===== src/hw/rtl/basic_statement_execute_unit_core_defines.svh =====
// Assertion macros for the RTL of the statement execute unit.
`ifndef BASIC_STATEMENT_EXECUTE_UNIT_CORE_DEFINES_SVH
`define BASIC_STATEMENT_EXECUTE_UNIT_CORE_DEFINES_SVH

// Implication checked on every clock edge outside reset.
`define BSE_ASSERT_IMP(label, clk, rst, ante, cons, msg) \
  label: assert property (@(posedge clk) disable iff (rst) (ante) |-> (cons)) \
    else $error(msg);

// Implication whose consequent is checked in the cycle after the antecedent.
`define BSE_ASSERT_NEXT(label, clk, rst, ante, cons, msg) \
  label: assert property (@(posedge clk) disable iff (rst) (ante) |=> (cons)) \
    else $error(msg);

`endif


===== src/hw/rtl/bseu_pkg.sv =====
// ----------------------------------------------------------------------------
// bseu_pkg
// Opcodes, error codes, comparison codes and command types of the
// statement execute unit.
// ----------------------------------------------------------------------------
package bseu_pkg;

  // Size of the variable file; the 4-bit index fields fix it.
  localparam int NUM_VARS = 16;

  localparam logic [3:0] MODE_LET    = 4'd0;
  localparam logic [3:0] MODE_PRINT  = 4'd1;
  localparam logic [3:0] MODE_PALL   = 4'd2;
  localparam logic [3:0] MODE_ADD    = 4'd3;
  localparam logic [3:0] MODE_SUB    = 4'd4;
  localparam logic [3:0] MODE_MUL    = 4'd5;
  localparam logic [3:0] MODE_DIV    = 4'd6;
  localparam logic [3:0] MODE_END    = 4'd7;
  localparam logic [3:0] MODE_GOTO   = 4'd8;
  localparam logic [3:0] MODE_IF     = 4'd9;
  localparam logic [3:0] MODE_GOSUB  = 4'd10;
  localparam logic [3:0] MODE_RETURN = 4'd11;

  localparam logic [2:0] ERR_NONE  = 3'd0;
  localparam logic [2:0] ERR_DIV0  = 3'd1;
  localparam logic [2:0] ERR_RANGE = 3'd2;
  localparam logic [2:0] ERR_EMPTY = 3'd3;
  localparam logic [2:0] ERR_FULL  = 3'd4;

  localparam logic [2:0] CMP_LT = 3'd0;
  localparam logic [2:0] CMP_LE = 3'd1;
  localparam logic [2:0] CMP_GT = 3'd2;
  localparam logic [2:0] CMP_GE = 3'd3;
  localparam logic [2:0] CMP_EQ = 3'd4;
  localparam logic [2:0] CMP_NE = 3'd5;

  // Commands from controller to datapath.
  typedef struct packed {
    logic load;       // capture the input transaction
    logic exec;       // compute the statement result
    logic div_start;  // open the divider
    logic div_step;   // one restoring step
    logic div_finish; // write quotient back
    logic scan_step;  // test next variable for print all
    logic pop_rd;     // read the top of the return stack
    logic pop_done;   // finish the return
    logic emit;       // load the output register
    logic emit_last;  // emit carries last
  } cmd_t;

  // Status from datapath to controller.
  typedef struct packed {
    logic [3:0] mode;
    logic       div_zero;
    logic       div_done;
    logic       scan_hit;   // variable under the scan pointer is defined
    logic       scan_end;   // scan pointer at the last defined variable
    logic       any_def;    // some variable is defined
    logic       stack_empty;
  } stat_t;

endpackage


===== src/hw/rtl/bseu_ctrl.sv =====
// ----------------------------------------------------------------------------
// bseu_ctrl
// Sequencer of the statement execute unit: steps load, execute, divide,
// return pop, print-all scan and result handoff.
// ----------------------------------------------------------------------------
`include "basic_statement_execute_unit_core_defines.svh"

module bseu_ctrl (
  input  logic            clk,
  input  logic            rst,
  input  logic            in_valid,
  output logic            in_stall,
  input  logic            out_full,
  output bseu_pkg::cmd_t  cmd,
  input  bseu_pkg::stat_t stat
);

  localparam logic [2:0] S_IDLE = 3'd0;
  localparam logic [2:0] S_EXEC = 3'd1;
  localparam logic [2:0] S_DIV  = 3'd2;
  localparam logic [2:0] S_SCAN = 3'd3;
  localparam logic [2:0] S_POP  = 3'd4;
  localparam logic [2:0] S_WAIT = 3'd5;

  logic [2:0] state, state_next;

  always_ff @(posedge clk) begin
    if (rst) state <= S_IDLE;
    else     state <= state_next;
  end

  assign in_stall = (state != S_IDLE);

  always_comb begin
    cmd        = '0;
    state_next = state;
    unique case (state)
      S_IDLE: begin
        if (in_valid) begin
          cmd.load   = 1'b1;
          state_next = S_EXEC;
        end
      end
      S_EXEC: begin
        if (!out_full) begin
          if (stat.mode == bseu_pkg::MODE_DIV) begin
            if (stat.div_zero) begin
              cmd.exec = 1'b1; cmd.emit = 1'b1; cmd.emit_last = 1'b1;
              state_next = S_IDLE;
            end else begin
              cmd.div_start = 1'b1;
              state_next    = S_DIV;
            end
          end else if (stat.mode == bseu_pkg::MODE_PALL) begin
            cmd.exec = 1'b1;
            if (stat.any_def) begin
              state_next = S_SCAN;
            end else begin
              cmd.emit = 1'b1; cmd.emit_last = 1'b1;
              state_next = S_IDLE;
            end
          end else if (stat.mode == bseu_pkg::MODE_RETURN && !stat.stack_empty) begin
            cmd.pop_rd = 1'b1;
            state_next = S_POP;
          end else begin
            cmd.exec = 1'b1; cmd.emit = 1'b1; cmd.emit_last = 1'b1;
            state_next = S_IDLE;
          end
        end
      end
      S_DIV: begin
        if (stat.div_done) begin
          if (!out_full) begin
            cmd.div_finish = 1'b1; cmd.emit = 1'b1; cmd.emit_last = 1'b1;
            state_next = S_IDLE;
          end
        end else begin
          cmd.div_step = 1'b1;
        end
      end
      S_POP: begin
        if (!out_full) begin
          cmd.pop_done = 1'b1; cmd.emit = 1'b1; cmd.emit_last = 1'b1;
          state_next = S_IDLE;
        end
      end
      S_SCAN: begin
        if (stat.scan_hit) begin
          state_next = S_WAIT;
        end else begin
          cmd.scan_step = 1'b1;
        end
      end
      S_WAIT: begin
        if (!out_full) begin
          cmd.emit      = 1'b1;
          cmd.emit_last = stat.scan_end;
          cmd.scan_step = 1'b1;
          state_next    = stat.scan_end ? S_IDLE : S_SCAN;
        end
      end
      default: state_next = S_IDLE;
    endcase
  end

  `BSE_ASSERT_IMP(a_emit_room, clk, rst, cmd.emit, !out_full, "emit into full output")
  `BSE_ASSERT_IMP(a_load_idle, clk, rst, cmd.load, state == S_IDLE, "load outside idle")
  `BSE_ASSERT_NEXT(a_last_idle, clk, rst, cmd.emit && cmd.emit_last, state == S_IDLE,
                   "last result not closing the statement")

endmodule


===== src/hw/rtl/bseu_dp.sv =====
// ----------------------------------------------------------------------------
// bseu_dp
// Datapath: variable file, line counter, return stack, radix-2 divider,
// print-all pointer and the output register.
// ----------------------------------------------------------------------------
module bseu_dp #(
  parameter int STACK_DEPTH = 16
) (
  input  logic                   clk,
  input  logic                   rst,
  input  logic                   cfg_we,
  input  logic [15:0]            cfg_data,
  input  logic [3:0]             mode,
  input  logic [3:0]             target_var,
  input  logic                   src_is_var,
  input  logic [3:0]             src_var,
  input  logic signed [31:0]     literal,
  input  logic [2:0]             cmp_op,
  input  logic signed [31:0]     line,
  input  bseu_pkg::cmd_t         cmd,
  output bseu_pkg::stat_t        stat,
  output logic                   out_full,
  input  logic                   out_take,
  output logic signed [31:0]     counter_now,
  output logic                   print_valid,
  output logic [3:0]             print_index,
  output logic signed [31:0]     print_value,
  output logic [2:0]             error,
  output logic                   last
);

  localparam int NUM_VARS = bseu_pkg::NUM_VARS;
  localparam int VW = (NUM_VARS > 1) ? $clog2(NUM_VARS) : 1;
  localparam int SW = $clog2(STACK_DEPTH + 1);
  localparam int PW = (STACK_DEPTH > 1) ? $clog2(STACK_DEPTH) : 1;

  logic [31:0]   var_value [NUM_VARS];
  logic [NUM_VARS-1:0] var_defined;
  logic [31:0]   line_counter;
  logic [31:0]   return_stack [STACK_DEPTH];
  logic [SW-1:0] stack_depth;
  logic [15:0]   last_line;

  // captured transaction
  logic [3:0]  r_mode;
  logic [VW-1:0] r_t;
  logic [31:0] r_a;     // target value (0 if undefined)
  logic [31:0] r_b;     // operand
  logic [31:0] r_lit;
  logic [2:0]  r_cmp;
  logic [31:0] r_line;
  logic [31:0] pop_line;

  // divider
  logic [31:0] dv_q, dv_rem, dv_div;
  logic [5:0]  dv_cnt;
  logic        dv_an, dv_bn;

  logic [VW-1:0] scan;

  logic [VW-1:0] t_idx, s_idx;
  assign t_idx = VW'(32'(target_var) % NUM_VARS);
  assign s_idx = VW'(32'(src_var) % NUM_VARS);

  always_ff @(posedge clk) begin
    if (cmd.load) begin
      r_mode <= mode;
      r_t    <= t_idx;
      r_a    <= var_defined[t_idx] ? var_value[t_idx] : 32'd0;
      r_b    <= src_is_var ? (var_defined[s_idx] ? var_value[s_idx] : 32'd0) : literal;
      r_lit  <= literal;
      r_cmp  <= cmp_op;
      r_line <= line;
    end
    if (cmd.pop_rd) pop_line <= return_stack[PW'(stack_depth - SW'(1))] + 32'd1;
  end

  // statement evaluation
  logic        cond;
  logic [31:0] jmp_tgt;
  logic        range_bad;
  logic signed [31:0] sa, sl;
  assign sa = r_a;
  assign sl = r_lit;

  always_comb begin
    case (r_cmp)
      bseu_pkg::CMP_LT: cond = sa <  sl;
      bseu_pkg::CMP_LE: cond = sa <= sl;
      bseu_pkg::CMP_GT: cond = sa >  sl;
      bseu_pkg::CMP_GE: cond = sa >= sl;
      bseu_pkg::CMP_EQ: cond = sa == sl;
      bseu_pkg::CMP_NE: cond = sa != sl;
      default:          cond = 1'b0;
    endcase
  end

  assign jmp_tgt   = cmd.pop_done ? pop_line : r_line;
  assign range_bad = jmp_tgt[31] || (jmp_tgt > {16'd0, last_line});

  logic [31:0] mul_lo;
  assign mul_lo = r_a * r_b;

  logic        stack_full;
  assign stack_full = (stack_depth == SW'(STACK_DEPTH));

  logic [2:0]  ex_err;
  logic [31:0] ex_cnt;
  logic        ex_wr;
  logic [31:0] ex_val;
  logic        ex_push;

  always_comb begin
    ex_err  = bseu_pkg::ERR_NONE;
    ex_cnt  = line_counter;
    ex_wr   = 1'b0;
    ex_val  = r_a;
    ex_push = 1'b0;
    case (r_mode)
      bseu_pkg::MODE_LET:   begin ex_wr = 1'b1; ex_val = r_lit; ex_cnt = line_counter + 1; end
      bseu_pkg::MODE_PRINT: begin ex_wr = 1'b1; ex_cnt = line_counter + 1; end
      bseu_pkg::MODE_PALL:  ex_cnt = line_counter + 1;
      bseu_pkg::MODE_ADD:   begin ex_wr = 1'b1; ex_val = r_a + r_b; ex_cnt = line_counter + 1; end
      bseu_pkg::MODE_SUB:   begin ex_wr = 1'b1; ex_val = r_a - r_b; ex_cnt = line_counter + 1; end
      bseu_pkg::MODE_MUL:   begin ex_wr = 1'b1; ex_val = mul_lo; ex_cnt = line_counter + 1; end
      bseu_pkg::MODE_DIV:   begin ex_cnt = 32'd0; ex_err = bseu_pkg::ERR_DIV0; end
      bseu_pkg::MODE_END:   ex_cnt = 32'd0;
      bseu_pkg::MODE_GOTO:  begin
        ex_cnt = jmp_tgt; ex_err = range_bad ? bseu_pkg::ERR_RANGE : bseu_pkg::ERR_NONE;
      end
      bseu_pkg::MODE_IF: begin
        if (cond) begin
          ex_cnt = jmp_tgt; ex_err = range_bad ? bseu_pkg::ERR_RANGE : bseu_pkg::ERR_NONE;
        end
      end
      bseu_pkg::MODE_GOSUB: begin
        if (stack_full) ex_err = bseu_pkg::ERR_FULL;
        else begin
          ex_push = 1'b1; ex_cnt = jmp_tgt;
          ex_err  = range_bad ? bseu_pkg::ERR_RANGE : bseu_pkg::ERR_NONE;
        end
      end
      bseu_pkg::MODE_RETURN: ex_err = bseu_pkg::ERR_EMPTY;
      default: ;
    endcase
  end

  // divider: magnitude restoring division, fixed up to floor at the end
  logic [32:0] dv_trial;
  logic [31:0] dv_qm, dv_res;
  assign dv_trial = {dv_rem, dv_q[31]} - {1'b0, dv_div};
  assign dv_qm    = dv_an ^ dv_bn ? (32'd0 - dv_q) : dv_q;
  assign dv_res   = (dv_an ^ dv_bn) && (dv_rem != 32'd0) ? dv_qm - 32'd1 : dv_qm;

  always_ff @(posedge clk) begin
    if (cmd.div_start) begin
      dv_an  <= r_a[31];
      dv_bn  <= r_b[31];
      dv_q   <= r_a[31] ? 32'd0 - r_a : r_a;
      dv_div <= r_b[31] ? 32'd0 - r_b : r_b;
      dv_rem <= 32'd0;
      dv_cnt <= 6'd0;
    end else if (cmd.div_step) begin
      if (!dv_trial[32]) begin
        dv_rem <= dv_trial[31:0];
        dv_q   <= {dv_q[30:0], 1'b1};
      end else begin
        dv_rem <= {dv_rem[30:0], dv_q[31]};
        dv_q   <= {dv_q[30:0], 1'b0};
      end
      dv_cnt <= dv_cnt + 6'd1;
    end
  end

  // architectural state
  always_ff @(posedge clk) begin
    if (rst) begin
      var_defined  <= '0;
      line_counter <= 32'd1;
      stack_depth  <= '0;
      last_line    <= 16'd0;
      scan         <= '0;
    end else begin
      if (cfg_we) last_line <= cfg_data;
      if (cmd.exec) begin
        line_counter <= ex_cnt;
        if (ex_wr) var_defined[r_t] <= 1'b1;
        if (ex_push) stack_depth <= stack_depth + SW'(1);
        scan <= '0;
      end
      if (cmd.div_finish) begin
        var_defined[r_t] <= 1'b1;
        line_counter     <= line_counter + 32'd1;
      end
      if (cmd.pop_done) begin
        line_counter <= pop_line;
        stack_depth  <= stack_depth - SW'(1);
      end
      if (cmd.scan_step) scan <= scan + VW'(1);
    end
  end

  always_ff @(posedge clk) begin
    if (cmd.exec && ex_wr) var_value[r_t] <= ex_val;
    if (cmd.div_finish) var_value[r_t] <= dv_res;
    if (cmd.exec && ex_push) return_stack[PW'(stack_depth)] <= line_counter;
  end

  // status
  logic [VW-1:0] last_def;
  always_comb begin
    last_def = '0;
    for (int i = 0; i < NUM_VARS; i++) if (var_defined[i]) last_def = VW'(i);
  end

  assign stat.mode        = r_mode;
  assign stat.div_zero    = (r_b == 32'd0);
  assign stat.div_done    = (dv_cnt == 6'd32);
  assign stat.scan_hit    = var_defined[scan];
  assign stat.scan_end    = (scan == last_def);
  assign stat.any_def     = |var_defined;
  assign stat.stack_empty = (stack_depth == '0);

  // output register
  logic        pv;
  logic [31:0] pval;
  logic [2:0]  perr;
  logic [31:0] pcnt;
  always_comb begin
    pv   = 1'b0;
    pval = 32'd0;
    perr = bseu_pkg::ERR_NONE;
    pcnt = line_counter;
    if (cmd.exec) begin
      perr = ex_err; pcnt = ex_cnt;
      if (r_mode == bseu_pkg::MODE_PRINT) begin pv = 1'b1; pval = r_a; end
    end else if (cmd.div_finish) begin
      pcnt = line_counter + 32'd1;
    end else if (cmd.pop_done) begin
      pcnt = pop_line; perr = range_bad ? bseu_pkg::ERR_RANGE : bseu_pkg::ERR_NONE;
    end else if (r_mode == bseu_pkg::MODE_PALL) begin
      pv = 1'b1; pval = var_value[scan];
    end
  end

  always_ff @(posedge clk) begin
    if (rst) out_full <= 1'b0;
    else if (cmd.emit) out_full <= 1'b1;
    else if (out_take) out_full <= 1'b0;
  end

  always_ff @(posedge clk) begin
    if (cmd.emit) begin
      counter_now <= pcnt;
      print_valid <= pv;
      print_index <= pv ? 4'(cmd.exec ? r_t : scan) : 4'd0;
      print_value <= pval;
      error       <= perr;
      last        <= cmd.emit_last;
    end
  end

endmodule


===== src/hw/rtl/basic_statement_execute_unit_core.sv =====
// ----------------------------------------------------------------------------
// basic_statement_execute_unit_core
// Executes one statement of a line-numbered interpreter per transaction.
//
//   channel  | valid     | stall      | payload
//   ---------+-----------+------------+-------------------------------------
//   input    | in_valid  | in_stall   | mode .. line
//   output   | out_valid | out_stall  | counter_now .. last
//   config   | cfg_we    | -          | cfg_data (last_line)
//
// Steps: most statements are loaded, executed and handed off; a floor
// divide by nonzero runs the one-bit-per-cycle restoring divider before
// handoff; print-all scans the variables and emits each defined one.
// Reset: synchronous, clears the defined marks, counter to 1, stack empty.
// Stalls: the output register holds one result; the sequencer waits for room
// before each emit and takes no new transaction until the statement ends.
// ----------------------------------------------------------------------------
module basic_statement_execute_unit_core #(
  parameter int STACK_DEPTH = 16
) (
  input  logic               clk,
  input  logic               rst,
  input  logic               cfg_we,
  input  logic [15:0]        cfg_data,
  input  logic               in_valid,
  output logic               in_stall,
  input  logic [3:0]         mode,
  input  logic [3:0]         target_var,
  input  logic               src_is_var,
  input  logic [3:0]         src_var,
  input  logic signed [31:0] literal,
  input  logic [2:0]         cmp_op,
  input  logic signed [31:0] line,
  output logic               out_valid,
  input  logic               out_stall,
  output logic signed [31:0] counter_now,
  output logic               print_valid,
  output logic [3:0]         print_index,
  output logic signed [31:0] print_value,
  output logic [2:0]         error,
  output logic               last
);

  bseu_pkg::cmd_t  cmd;
  bseu_pkg::stat_t stat;
  logic            out_full;

  // present the output register; drop it when taken
  assign out_valid = out_full;

  bseu_ctrl u_ctrl (
    .clk      (clk),
    .rst      (rst),
    .in_valid (in_valid),
    .in_stall (in_stall),
    .out_full (out_full),
    .cmd      (cmd),
    .stat     (stat)
  );

  bseu_dp #(
    .STACK_DEPTH (STACK_DEPTH)
  ) u_dp (
    .clk         (clk),
    .rst         (rst),
    .cfg_we      (cfg_we),
    .cfg_data    (cfg_data),
    .mode        (mode),
    .target_var  (target_var),
    .src_is_var  (src_is_var),
    .src_var     (src_var),
    .literal     (literal),
    .cmp_op      (cmp_op),
    .line        (line),
    .cmd         (cmd),
    .stat        (stat),
    .out_full    (out_full),
    .out_take    (out_full && !out_stall),
    .counter_now (counter_now),
    .print_valid (print_valid),
    .print_index (print_index),
    .print_value (print_value),
    .error       (error),
    .last        (last)
  );

endmodule

===== config.mk =====
export PLATFORM = sky130hd
export DESIGN_NAME = basic_statement_execute_unit_core
export DESIGN_NICKNAME = d
export VERILOG_FILES = /design/src/hw/rtl/bseu_pkg.sv /design/src/hw/rtl/bseu_ctrl.sv /design/src/hw/rtl/bseu_dp.sv /design/src/hw/rtl/basic_statement_execute_unit_core.sv
export VERILOG_INCLUDE_DIRS = /design/src /design/src/hw/rtl
export SDC_FILE = /design/constraint.sdc
export NUM_CORES = 2
export LEC_CHECK = 0
export BUFFER_PORTS_ARGS = -buffer_cell sky130_fd_sc_hd__buf_2
export CORE_AREA = 2 2 454 456
export CTS_CLUSTER_DIAMETER = 200
export CTS_CLUSTER_SIZE = 25
export DETAILED_ROUTE_END_ITERATION = 8
export DIE_AREA = 0 0 456 458
export GPL_ROUTABILITY_DRIVEN = 0
export SYNTH_ARGS = -nofsm -noshare
export SYNTH_HDL_FRONTEND = slang
export SYNTH_SLANG_ARGS = --single-unit

===== constraint.sdc =====
create_clock -name clk -period 11.74 [get_ports clk]
set_clock_uncertainty 0.2 [all_clocks]
set_input_delay 0.587 -clock clk [delete_from_list [all_inputs] [get_ports clk]]
set_output_delay 0.587 -clock clk [all_outputs]
set_load 0.01 [all_outputs]

**After elaboration in Yosys (flattened, before gate mapping)**

Memory sizes are Yosys's and may differ from the RTL's. A register that Yosys moved wholly into a read port is not among the register bits.
Index checks and enable logic that the tools add are counted.

- Add/subtract/negate cells: 13
- $mul: 1
- Magnitude comparators: 10
- Equal/unequal tests: 31
- Mux-type cells: 132
- Bitwise operators: 4
- Reduce and logical (&&, ||, !) cells: 29

Operators with widths:

| cell | number |
|---|---|
| $mux 32 | 23 |
| $pmux 32 s5 | 1 |
| $pmux 32 s4 | 1 |
| $sub 1x32->32 const A | 3 |
| $add 32x1->32 const B | 2 |
| $mux 16 | 4 |
| $mux 3 | 19 |
| $mux 4 | 13 |
| $mux 1 | 40 |
| $mux 2 | 18 |
| $sub 33x32->33 | 1 |
| $add 32x32->32 | 1 |
| $eq 32x32->1 | 1 |
| $ge 32x32->1 | 1 |
| $gt 32x16->1 | 1 |
| $gt 32x32->1 | 1 |
| $le 32x32->1 | 1 |
| $logic_not 32->1 | 1 |
| $lt 32x32->1 | 1 |
| $mul 32x32->32 | 1 |
| $ne 32x32->1 | 1 |
| $or 16x16->16 | 2 |
| $reduce_bool 32->1 | 1 |
| $sub 32x1->32 const B | 1 |
| 43 further kinds | 81 |

- Register bits: 393
- Bits in writable memories: 1024
- Input port bits: 101
- Word-level logic and storage cells: 249
- Memories kept: 2

Memory list:

| memory | words | width | read ports | clocked after Yosys merged registers in | write ports | line | source |
|---|---|---|---|---|---|---|---|
| u_dp.return_stack | 16 | 32 | 1 | 0 | 1 | bseu_dp.sv:40 | `logic [31:0] return_stack [STACK_DEPTH];` |
| u_dp.var_value | 16 | 32 | 3 | 2 | 1 | bseu_dp.sv:37 | `logic [31:0] var_value [NUM_VARS];` |

**Logic depth before layout (Yosys ltp)**

- Depth in word-level cells: 19
- Gate-level depth with buffers: 28
- Mapped depth without buffers: 26

**Hierarchy**

A second synthesis with hierarchy kept.

- Cell total of the unflattened synthesis: 7186
- Area, all modules: 92373.6 um^2

By module, submodules not included:

| module | times used | cells an instance | area each (um^2) |
|---|---|---|---|
| bseu_dp | 1 | 7122 | 91931.9 |
| bseu_ctrl | 1 | 63 | 427.9 |
| basic_statement_execute_unit_core | 1 | 1 | 13.8 |

**Worst setup path before layout**

OpenSTA, ideal clock, no wires.

- Kind: register to register
- Start point: register u_dp.r_a[7] (read register of u_dp.var_value)
- End point: memory u_dp.var_value[0][30] (data pin)
- Library setup time: 0.340 ns
- Data arrival time: 7.671 ns
- Path slack: 3.529 ns
- Cell stages (with the launch flop): 26
- Path buffers: 2
- Period minus slack after synthesis: 8.211 ns
- Cells stage by stage: edfxtp_1 -> clkbuf_1 -> clkbuf_1 -> nand2_1 -> fa_1 -> inv_1 -> fa_1 -> fa_1 -> inv_1 -> fa_1 -> inv_1 -> fa_1 -> ha_1 -> fa_1 -> fa_1 -> ha_1 -> o21ai_0 -> a21oi_1 -> a221oi_1 -> a21boi_1 -> o21ai_0 -> o41ai_1 -> o21ai_0 -> mux2i_1 -> a211oi_1 -> a211oi_1

- Word-level cells in the longest chain between the ends: 3

Ends and longest elaborated chain:

| item | line | source |
|---|---|---|
| from (decl) | bseu_dp.sv:47 | `logic [31:0] r_a;` |
| $mul 32x32->32, or another cell as far along | bseu_dp.sv:102 | `assign mul_lo = r_a * r_b;` |
| $pmux 32 s4 * | bseu_dp.sv:119 | `case (r_mode)` |
| $mux 32 (no source line) * | - |  |
| to (decl) | bseu_dp.sv:37 |  |

Mark *: on every way between the ends. The rest lies on a longest branch, timed or not.

**Worst setup path in the final report**

- Start point: register u_dp.r_b[6]
- End point: memory u_dp.var_value[2][30] (data pin)

- Word-level cells in the longest chain between the ends: 3

Ends and longest elaborated chain:

| item | line | source |
|---|---|---|
| from (decl) | bseu_dp.sv:48 | `logic [31:0] r_b;` |
| from (signal assigned) | bseu_dp.sv:70 | `r_b <= src_is_var ? (var_defined[s_idx] ? var_value[s_idx] : 32'd0) : literal;` |
| $mul 32x32->32, or another cell as far along | bseu_dp.sv:102 |  |
| $pmux 32 s4 * | bseu_dp.sv:119 |  |
| $mux 32 (no source line) * | - |  |

Marks and branches as above.

==> impl_metrics.csv <==
group,metric,value,unit
logic_synthesis,ys_async_sr_fraction,0,%
critical_path,crit_path_frequent_cell,"fa_1",
timing,worst_slew_pin_slew,1332,ps
placement,io_buffers,175,
logic_synthesis,synth_cell_types,100,
timing,finalSetupViolCount,0,
cells_and_area,final_nets,7760,
global_route,grt_max_degree,93,
logic_synthesis,avgSynthCellArea,13.09,sq um
logic_synthesis,syn_nets,7727,
floorplan,die_y,458,microns
critical_path,cp_slowest_cell,"edfxtp_1",
logic_synthesis,synth_edf_count,1334,
timing,setup_tns,0,ps
clock_network,post-cts-setup-buffers,0,
logic_synthesis,synth_ff_type,"edfxtp_1",
logic_synthesis,ys_ff_latch,1453,
timing,max_freq,108.1,MHz
floorplan,die_area,208800,sq um
critical_path,crit_path_end,"u_dp.var_value[2][30]$_DFFE_PP_",
placement,dp_hpwl,188700,microns
global_route,grt_pass1_vias,60800,
drt,drt_iter0_drc,7971,
cells_and_area,final_cell_mix,"edfxtp_1 (1,334), mux4_2 (647), inv_1 (575), nand2_1 (573), fa_1 (410)",
logic_synthesis,synth_top_family_by_area,"multiplexers",
floorplan,core,203800,sq um
critical_path,max_stage_delay,1090,ps
logic_synthesis,syn_inst,6969,
outcome,outcome,"complete, no violations",
logic_synthesis,synthAdderAreaFrac,12.39,%
critical_path,critPathBufInv,3,
cells_and_area,drive_gt1_share,17.06,%
critical_path,r2r_slack,2490,ps
logic_synthesis,yosys.area_share.simple,9.493,%
logic_synthesis,yosys.area_share.xor_xnor,3.120,%
power,vdd_drop_max,1.327,mV
run,cap_violations,0,
timing,fin_crit,9254,ps
clock_network,clkLatencyLatePin,770,ps
critical_path,critPathTopFamily,"adder cells",
critical_path,cp-startpoint,"u_dp.r_b[6]$_DFFE_PP_",
global_route,gr-total-overflow,0,
timing,hold_viol,0,
timing,grt_setup_unrepaired,"false",
drt,route.detailed.drc,0,
clock_network,clockRootBuffer,"clkbuf_16",
critical_path,crit_arrival,9430,ps
logic_synthesis,synth_compound_area_share,6.946,%
worst_hold_path,holdCritPathClass,"in -> reg",
power,fin_total_pwr,27.97,mW
clock_network,cts_resized,0,
logic_synthesis,synth_area,91200,sq um
floorplan,die_x,456,microns
clock_network,cts_buffers,68,
critical_path,crit_cells,23,
critical_path,crit_fanout,33,
clock_network,cts.clk_slew.worst_paths,150,ps
logic_synthesis,yosys_warnings,0,
timing,slew_viol_final,0,
timing,fin_crit_sh,78.82,%
clock_network,clock_path_buffers,3,
critical_path,end_kind,"flip-flop",
floorplan,num_io_pins,176,
clock_network,ctsHoldBuffers,87,
drt,drtPass1Iterations,6,
global_route,grt_pass1_wl,413100,microns
critical_path,cp_data_required_time,11910,ps
global_route,grt_usage,26.72,%
critical_path,critical_path_class,"reg -> reg",
drt,via_count,61270,
clock_network,cts_num_sinks,1453,
cells_and_area,final_common_cell,"edfxtp_1",
timing,relSlewSlack,11.18,%
logic_synthesis,synth.mux.area_fraction,17.06,%
drt,wl,281700,microns
drt,final_antenna_net_count,0,
cells_and_area,utilization,48.21,%
critical_path,r2r-end,"u_dp.var_value[2][30]$_DFFE_PP_",
drt,viasPerCell,6.294,
logic_synthesis,ys_seq_area_share,46.53,%
cells_and_area,syn2layout_area_growth,7.700,%
critical_path,critPathLaunchType,"flip-flop",
floorplan,rows,166,
power,leakage,34.68,nW
floorplan,start_util,44.76,%
drt,wl_per_cell,28.94,microns
global_route,grt_antenna_before_repair,13,
critical_path,worstRegToRegCells,23,
critical_path,path_cells,"and2_1, fa_1, fa_1, fa_1, inv_1, fa_1, inv_1, fa_1, ha_1, fa_1, fa_1, ha_1, o21ai_0, a21oi_1, a221oi_1, a21boi_1, o21ai_0, o41ai_1, buf_4, o21ai_0, mux2i_1, a211oi_1, a211oi_2",
clock_network,cts-htree-levels,3,
power,power_density,284.8,nW/um^2
clock_network,cts_tree,"built",
critical_path,r2r-start,"u_dp.r_b[6]$_DFFE_PP_",
## cell type report
| class | count | area [sq um] |
|---|---|---|
| fillers | 17620 | 105500 |
| multi-input cells | 4456 | 45080 |
| flip-flops and latches | 1453 | 42460 |
| well taps | 2688 | 3363 |
| repair buffers | 444 | 3149 |
| inverters | 579 | 2173 |
| clock buffers | 109 | 1919 |
| clock inverters | 5 | 78.83 |
| diodes | 2 | 5.005 |
## synth_stat cells, types with 119 or more instances
library cell / instances / share of area [%]
ha_1: 247 / 3.4
xnor2_1: 193 / 1.9
edfxtp_1: 1334 / 44
xor2_1: 130 / 1.2
fa_1: 410 / 9.0
and2_1: 329 / 2.3
o21ai_0: 221 / 1.2
dfxtp_1: 119 / 2.6
nor2_1: 324 / 1.3
a21oi_1: 245 / 1.3
nand2_1: 573 / 2.4
mux4_2: 647 / 16
clkbuf_1: 378 / 1.6
inv_1: 576 / 2.4
## flip-flops by register name, indices dropped and copies added (netlist names), 16 cells and up, named ones only
signal	cells
u_dp.var_defined	16
u_dp.dv_q	32
u_dp.r_line	32
u_dp.dv_rem	32
u_dp.counter_now	32
u_dp.r_lit	32
u_dp.print_value	32
u_dp.return_stack	512
u_dp.pop_line	32
u_dp.var_value	512
u_dp.r_b	32
u_dp.last_line	16
u_dp.line_counter	32
u_dp.dv_div	32
u_dp.r_a	32
## worst min path at each step
stage / from / end / depth (start not counted)
after global placement: u_dp.dv_rem[2]$_SDFFE_PP0P_ / u_dp.dv_rem[2]$_SDFFE_PP0P_ / 2
final: literal[28] / u_dp.r_lit[28]$_DFFE_PP_ / 1
after CTS: literal[28] / u_dp.r_lit[28]$_DFFE_PP_ / 1
after floorplan: u_dp.r_b[31]$_DFFE_PP_ / u_dp.dv_bn$_DFFE_PP_ / 0
after global routing: literal[28] / u_dp.r_lit[28]$_DFFE_PP_ / 1
after detailed placement: u_dp.last_line[6]$_SDFFE_PP0P_ / u_dp.last_line[6]$_SDFFE_PP0P_ / 2
## where the power goes
group / internal, mW / switching (mW) / leakage [nW]
Clock: 1.15 / 1.69 / 0.958
Sequential: 6.34 / 0.303 / 13.2
Combinational: 7.25 / 11.2 / 20.5
Total: 14.7 / 13.2 / 34.7
## through the flow
step | cell area, sq um | std cells | setup slack (ps) | hold slack (ps)
6_report | 98230 | 9736 | 2486 | 62.21
5_1_grt | 98220 | 9734 | 2025 | 22.94
4_1_cts | 98220 | 9734 | 2623 | 16.94
3_5_place_dp | 95350 | 9533 | 2716 | 279.3
3_3_place_gp | 95350 | 9533 | 2858 | 276.3
2_1_floorplan | 91200 | 6969 | 3529 | 224.4
## cell families after synthesis
| group | Yosys count |
|---|---|
| buffers and inverters | 1060 |
| flip-flops | 1453 |
| XOR/XNOR | 324 |
| adder cells (fa/ha/maj) | 657 |
| AND/OR/NAND/NOR | 1751 |
| multiplexers | 744 |
| AO/OA/AOI/OAI | 980 |
## per-layer routing
layer / vias up / share of wire (%) / GRT usage [%]
met5: - / 0.0085 / 0
met4: 4 / 5.1 / 11.87
met3: 567 / 8.8 / 4.045
met2: 3247 / 46 / 41.62
met1: 31720 / 40 / 37.29
li1: 25740 / - / -
Note: power is estimated with default switching activity, not from simulation.
